<file path="src/rtl/core/lsev_pkg.sv">
// Package: constants, types and helpers of the Legendre series evaluator
`timescale 1ns / 1ps
package lsev_pkg;

  localparam int unsigned MaxOrder  = 31;
  localparam int unsigned OrdW      = 5;
  localparam int unsigned TabDepth  = MaxOrder + 1;
  localparam int unsigned TabAw     = $clog2(TabDepth);
  localparam int unsigned KW        = $clog2(MaxOrder + 2);
  localparam int unsigned CoefW     = 32;
  localparam int unsigned PW        = 32;
  localparam int unsigned SumW      = 48;
  localparam int unsigned AccW      = 40;
  localparam int unsigned ProdW     = 64;
  localparam int unsigned NumW      = 40;
  localparam int unsigned DivSteps  = 4;
  localparam int unsigned DivCycles = NumW / DivSteps;
  localparam int unsigned DivCntW   = $clog2(DivCycles);
  localparam int unsigned InDataW   = 72;
  localparam int unsigned InUserW   = 2;
  localparam int unsigned OutDataW  = 96;
  localparam int unsigned CfgIdxW   = 1;
  localparam int unsigned CfgDataW  = 5;

  localparam logic signed [PW-1:0] OneQ30 = 32'sh4000_0000;

  typedef enum logic [0:0] {
    OP_LOAD = 1'b0,
    OP_EVAL = 1'b1
  } op_e;

  typedef enum logic [CfgIdxW-1:0] {
    CFG_MAX_ORDER   = 1'b0,
    CFG_FIRST_CLASS = 1'b1
  } cfg_idx_e;

  typedef enum logic [1:0] {
    MUL_XP = 2'd0,
    MUL_C0 = 2'd1,
    MUL_C1 = 2'd2
  } mul_sel_e;

  typedef struct packed {
    logic     load_we;
    logic     eval_init;
    logic     mul_en;
    mul_sel_e mul_sel;
    logic     t_en;
    logic     acc0_en;
    logic     acc1_en;
    logic     num_en;
    logic     p_upd;
    logic     out_load;
  } dp_cmd_t;

  typedef struct packed {
    logic k_zero;
    logic k_last;
    logic div_done;
  } dp_sts_t;

  // Q.30 rounding, halves away from zero
  function automatic logic signed [33:0] rnd_q30(input logic signed [ProdW-1:0] v);
    logic [ProdW-1:0] mag;
    logic [33:0]      r;
    mag = v[ProdW-1] ? ProdW'(-v) : ProdW'(v);
    r   = 34'((mag + (64'd1 << 29)) >> 30);
    return v[ProdW-1] ? -$signed(r) : $signed(r);
  endfunction

endpackage

</file>
<file path="src/rtl/core/lsev_ctrl.sv">
// Controller: sequences loads, per-order steps and result transfer
`timescale 1ns / 1ps
module lsev_ctrl (
  input  logic              clk_i,
  input  logic              rst_ni,
  input  logic              in_valid_i,
  input  logic              in_op_i,
  output logic              in_ready_o,
  output logic              out_valid_o,
  input  logic              out_ready_i,
  output lsev_pkg::dp_cmd_t cmd_o,
  input  lsev_pkg::dp_sts_t sts_i
);
  import lsev_pkg::*;

  typedef enum logic [2:0] {
    S_IDLE, S_MXP, S_MC0, S_MC1, S_ACC, S_DIV, S_DONE
  } state_e;

  state_e state_q;
  logic   in_ready_q, out_valid_q, take, slot_free;

  assign take      = in_valid_i && in_ready_q;
  assign slot_free = !out_valid_q || out_ready_i;

  always_comb begin
    cmd_o         = '0;
    cmd_o.mul_sel = MUL_XP;
    unique case (state_q)
      S_IDLE: begin
        cmd_o.load_we   = take && (in_op_i == OP_LOAD);
        cmd_o.eval_init = take && (in_op_i == OP_EVAL);
      end
      S_MXP: cmd_o.mul_en = 1'b1;
      S_MC0: begin
        cmd_o.t_en    = 1'b1;
        cmd_o.mul_en  = 1'b1;
        cmd_o.mul_sel = MUL_C0;
      end
      S_MC1: begin
        cmd_o.acc0_en = 1'b1;
        cmd_o.mul_en  = 1'b1;
        cmd_o.mul_sel = MUL_C1;
      end
      S_ACC: begin
        cmd_o.acc1_en = 1'b1;
        cmd_o.p_upd   = !sts_i.k_last && sts_i.k_zero;
        cmd_o.num_en  = !sts_i.k_last && !sts_i.k_zero;
      end
      S_DIV:  cmd_o.p_upd = sts_i.div_done;
      S_DONE: cmd_o.out_load = slot_free;
      default: ;
    endcase
  end

  always_ff @(posedge clk_i or negedge rst_ni) begin
    if (!rst_ni) begin
      state_q     <= S_IDLE;
      in_ready_q  <= 1'b1;
      out_valid_q <= 1'b0;
    end else begin
      if ((state_q == S_DONE) && slot_free) begin
        out_valid_q <= 1'b1;
      end else if (out_valid_q && out_ready_i) begin
        out_valid_q <= 1'b0;
      end
      unique case (state_q)
        S_IDLE: begin
          if (take && (in_op_i == OP_EVAL)) begin
            state_q    <= S_MXP;
            in_ready_q <= 1'b0;
          end
        end
        S_MXP: state_q <= S_MC0;
        S_MC0: state_q <= S_MC1;
        S_MC1: state_q <= S_ACC;
        S_ACC: begin
          if (sts_i.k_last) begin
            state_q <= S_DONE;
          end else if (sts_i.k_zero) begin
            state_q <= S_MXP;
          end else begin
            state_q <= S_DIV;
          end
        end
        S_DIV: if (sts_i.div_done) state_q <= S_MXP;
        S_DONE: begin
          if (slot_free) begin
            in_ready_q <= 1'b1;
            state_q    <= S_IDLE;
          end
        end
        default: state_q <= S_IDLE;
      endcase
    end
  end

  assign in_ready_o  = in_ready_q;
  assign out_valid_o = out_valid_q;

endmodule

</file>
<file path="config.mk">
export PLATFORM = sky130hd
export DESIGN_NAME = lsev_ctrl
export DESIGN_NICKNAME = d
export VERILOG_FILES = /design/src/rtl/core/lsev_pkg.sv /design/src/rtl/core/lsev_ctrl.sv
export SDC_FILE = /design/constraint.sdc
export NUM_CORES = 1
export LEC_CHECK = 0
export ABC_AREA = 0
export BUFFER_PORTS_ARGS = -buffer_cell sky130_fd_sc_hd__buf_2
export CAP_MARGIN = 20
export CORE_AREA = 4 4 41 43
export DETAILED_ROUTE_END_ITERATION = 7
export DIE_AREA = 0 0 45 47
export GPL_TIMING_DRIVEN = 0
export PLACE_DENSITY = 0.62
export REMOVE_ABC_BUFFERS = 1
export SETUP_SLACK_MARGIN = 0.5
export SLEW_MARGIN = 20
export SYNTH_ARGS = -nofsm -noshare
export SYNTH_HDL_FRONTEND = slang
export SYNTH_SLANG_ARGS = --single-unit
</file>
<file path="constraint.sdc">
create_clock -name clk_i -period 1.5 [get_ports clk_i]
set_clock_uncertainty 0.05 [all_clocks]
set_input_delay 0.225 -clock clk_i [delete_from_list [all_inputs] [get_ports clk_i]]
set_output_delay 0.225 -clock clk_i [all_outputs]
set_load 0.02 [all_outputs]
</file>
# ---- Yosys cells after proc, flatten, opt, wreduce, memory -nomap -nowiden
# Index checks and enable logic that the tools add are counted.
dict set report classes {
  n_reduce_logical 17
  bitwise 1
  muxes 19
  eq_ne 9
}
# operator n
set ops {}
lappend ops {{3-bit one-hot mux with 7 select lines} 1}
lappend ops {{3-bit two-way mux} 5}
lappend ops {{3-bit == test, second input constant} 3}
lappend ops {{1-bit two-way mux} 8}
lappend ops {{1-bit logical AND} 7}
lappend ops {{3-bit by 2-bit == test with 1-bit output, second input constant} 2}
lappend ops {{2-bit inequality test, second input constant} 3}
lappend ops {{3-bit AND reduction} 2}
lappend ops {{2-bit two-way mux} 2}
lappend ops {{1-bit one-hot mux with 2 select lines} 2}
lappend ops {{2-bit one-hot mux with 2 select lines} 1}
lappend ops {{2-bit nonzero test} 2}
lappend ops {{3-bit by 1-bit == test with 1-bit output, second input constant} 1}
lappend ops {{1-bit logical NOT} 3}
lappend ops {{3-bit logical NOT} 1}
lappend ops {{3-bit OR reduction} 1}
lappend ops {{1-bit logical OR} 1}
lappend ops {{1-bit NOT} 1}
dict set report totals {
  word_cells 49
  output_inout_bits 13
  reg_bits 5
}

# ---- Logic depth before layout (Yosys ltp)
dict set report depth {
  ltp_word 4
  ltp_mapped 4
  ltp_nobuf 3
}

# ---- Worst setup path after synthesis
# Ideal clock, no wire load.
dict set report synth_path {
  kind {register to output}
  start {register state_q[2]}
  end {output port cmd_o[2] (netlist name)}
  stages_incl_launch_ff 5
  n_path_buf 1
  t_arrival_ps 1437
  required_ps 1225
  path_slack_ps -212
  path_cell_list {dfrtp_1 > buf_4 > inv_1 > nor3_2 > nor3b_1}
}
# element line_no
set synth_lines {}
lappend synth_lines {{from (decl)} lsev_ctrl.sv:20} ;# state_e state_q;
lappend synth_lines {{from (signal assigned)} lsev_ctrl.sv:58} ;# state_q <= S_IDLE;
lappend synth_lines {{from (signal assigned)} lsev_ctrl.sv:70} ;# state_q <= S_MXP;
lappend synth_lines {{from (signal assigned)} lsev_ctrl.sv:74} ;# S_MXP: state_q <= S_MC0;
lappend synth_lines {{to (decl)} lsev_ctrl.sv:11} ;# output lsev_pkg::dp_cmd_t cmd_o,

==> reports/results.ini <==
[final_layout]
syn2layout_area_growth_pct = 119
final_cell_mix = buf_6, buf_4, buf_2, nor2_1, nand2_1
multiInputGateArea_sq_um = 363
final_area_sq_um = 905
num-fill-cells = 99
drive_above_1_share_pct = 75.3
stdcell_count = 104
nets = 98
final_common_cell = buf_6
regArea_sq_um = 130
antennaDiodeCount = 0

[setup_path]
cp.required_ns = 1.22
worst_setup_path_end_kind = output pin
worstSetupPathType = reg -> out
cp-endpoint = cmd_o[9]
ff2ff_path_depth = 7
rrSetupSlack_ns = -0.10
cp_max_fo = 4
arrival_ns = 1.37
crit_path_start = state_q[0]$_DFFE_PN0P_
worstReg2RegStart = state_q[0]$_DFFE_PN0P_
worstReg2RegEnd = in_ready_o$_DFFE_PN1P_
critPathLaunchType = flop

[min_path]
hold_class = in -> reg
hold_start = out_ready_i

[run]
max_cap_violations = 0

[global_route]
grt_pass1_vias = 537
grt_max_degree = 7
antenna_found_initial = 0
grt_overflow = 0
grt_pass1_wl_mm = 2.37
grt.total_usage_pct = 15.8

[sta]
worst_pin_slew_ns = 0.276
setup_viol = 7
final-hold-violation-count = 0
holdWs_ns = 0.247
max_freq_ghz = 0.609
maxSlewHeadroom_pct = 81.4
slew_violations = 0
finalCritPeriodShare_pct = 109
post-route-min-period_ns = 1.64
rsz0062_at_grt = yes
setup_slack_ns = -0.142

[die]
rows = 13
design.core.area_sq_um = 1300
initial_core_util_pct = 31.7
die-height_microns = 47
io_pins = 21
die-width_microns = 45
die_area_sq_um = 2120

[synth]
yosysWarnings = 0
synthCells = 50
ys_ff_latch = 5
syn_avg_cell_area_sq_um = 8.26
yosysSeqAreaShare_pct = 30.6
synth.distinct_cells = 27
synth_area_sq_um = 413

[placement]
io_buffers = 20
place_inst = 81
gp_congestion = 0.700
dpl_cell_area_sq_um = 500
dpl.hpwl_microns = 763

[drt]
drtAntennaViolNets = 0
via_per_inst = 5.14
drtPass1Iterations = 4
wl_per_cell_microns = 14.9
drt_iter0_markers = 11
drc = 0
totalWireLength_mm = 1.55
vias = 535

[clock_network]
cts_inserted_buffers = 3
cts_tree = done
path_clk_slew_ns = 0.05
htreeDepth = 1
cts.path.max_buffers = 2
insertion_delay_ns = 0.25
root_buffer = clkbuf_4
cts_sinks = 5

[status]
status = finished with violations
violations = negative setup slack

[power]
p_leak_nw = 0.401
ir_worst_vdd_v = 0.000518
power.density_nw_per_um2 = 370

## final cells by class
| type | instances | area share, % |
|---|---|---|
| Multi-Input combinational cell | 39 | 40.1 |
| Timing Repair Buffer | 39 | 39.4 |
| Clock buffer | 4 | 2.90 |
| Inverter | 2 | 1.11 |
| Tap cell | 15 | 2.07 |
| Sequential cell | 5 | 14.4 |
## worst min-delay path by stage
| stage | endpoint | depth (start not counted) | slack (ns) |
|---|---|---|---|
| 5_1_grt | out_valid_o$_DFFE_PN0P_ | 3 | 0.25 |
| 2_1_floorplan | out_valid_o$_DFFE_PN0P_ | 0 | -0.12 |
| 3_5_place_dp | out_valid_o$_DFFE_PN0P_ | 1 | -0.006 |
| 3_3_place_gp | out_valid_o$_DFFE_PN0P_ | 1 | -0.007 |
| 4_1_cts | in_ready_o$_DFFE_PN1P_ | 3 | 0.25 |
| 6_report | in_ready_o$_DFFE_PN1P_ | 3 | 0.25 |
## per-stage QoR
| step | worst slack, ns | setup TNS, ns | util, % | total power, mW |
|---|---|---|---|---|
| 2_1_floorplan | -0.264 | -0.297 | - | 0.143 |
| 3_3_place_gp | -0.0660 | -0.108 | 38.5 | 0.158 |
| 3_5_place_dp | -0.0649 | -0.111 | 38.5 | 0.159 |
| 4_1_cts | -0.108 | -0.443 | 63.9 | 0.321 |
| 5_1_grt | -0.185 | -1.02 | 69.5 | 0.351 |
| 6_report | -0.142 | -0.633 | 69.5 | 0.335 |
## layer usage
metal	global-route usage (%)	part of all wire, %	vias to the layer above
met5	0	0	-
met4	8.77	2.6	0
met3	3.45	4.6	6
met2	27.1	53	21
met1	18.1	40	251
li1	-	-	257
## logic make-up (layout without fill, tap and decap cells)
logic type / Yosys count / after routing / share of synthesized area (%)
buf+inv: 6 / 45 / 9.39
compound gates: 10 / 10 / 18.5
flops: 5 / 5 / 30.6
simple gates: 29 / 29 / 41.5
## power breakdown
| part | internal [mW] | total [mW] | leakage, nW | switching, mW |
|---|---|---|---|---|
| registers | 0.135 | 0.135 | 0.0612 | 0.00000513 |
| clock network | 0.101 | 0.167 | 0.0150 | 0.0654 |
| logic | 0.0142 | 0.0328 | 0.325 | 0.0186 |
## registers in the layout, indices dropped and copies added (netlist names)
| name | cells |
|---|---|
| out_valid_o | 1 |
| state_q | 3 |
| in_ready_o | 1 |
## synthesized netlist by cell type
| library cell | instances | area [sq um] |
|---|---|---|
| a21oi_1 | 1 | 5.00 |
| nor3b_1 | 4 | 30.0 |
| nand2_1 | 5 | 18.8 |
| inv_1 | 2 | 7.51 |
| nand3_1 | 1 | 5.00 |
| dfrtp_1 | 4 | 100 |
| o32ai_1 | 1 | 8.76 |
| nor3_2 | 2 | 20.0 |
| buf_4 | 2 | 15.0 |
| nor3_1 | 2 | 10.0 |
| nor2b_1 | 4 | 25.0 |
| o21ai_2 | 1 | 8.76 |
| o21ai_0 | 2 | 10.0 |
| o21ai_1 | 1 | 5.00 |
| and2b_1 | 1 | 7.51 |
| and2_1 | 1 | 6.26 |
| a31oi_1 | 1 | 6.26 |
| buf_2 | 1 | 5.00 |
| a32oi_1 | 1 | 8.76 |
| a221oi_2 | 1 | 15.0 |
| nor2_1 | 6 | 22.5 |
| nor2b_2 | 1 | 8.76 |
| buf_6 | 1 | 11.3 |
| nand2b_1 | 1 | 6.26 |
| dfstp_2 | 1 | 26.3 |
| or3_4 | 1 | 11.3 |
| o41ai_1 | 1 | 8.76 |
## critical path, stage by stage, from the launching register on
cell and delay, ns:
dfrtp_2 0.44, or3_4 0.40, nor2_1 0.12, buf_4 0.16
## repair_timing
item | 4_1_cts | 5_1_grt
hold buffers | 1 | 0
buffers inserted | 15 | 2
endpoints found under the hold margin | 5 | 0
resized for setup | 47 | 10
endpoints found under the setup margin | 18 | 18
pin swaps | 9 | 6
cloned | 1 | 0
(Power assumes the default switching activity.)
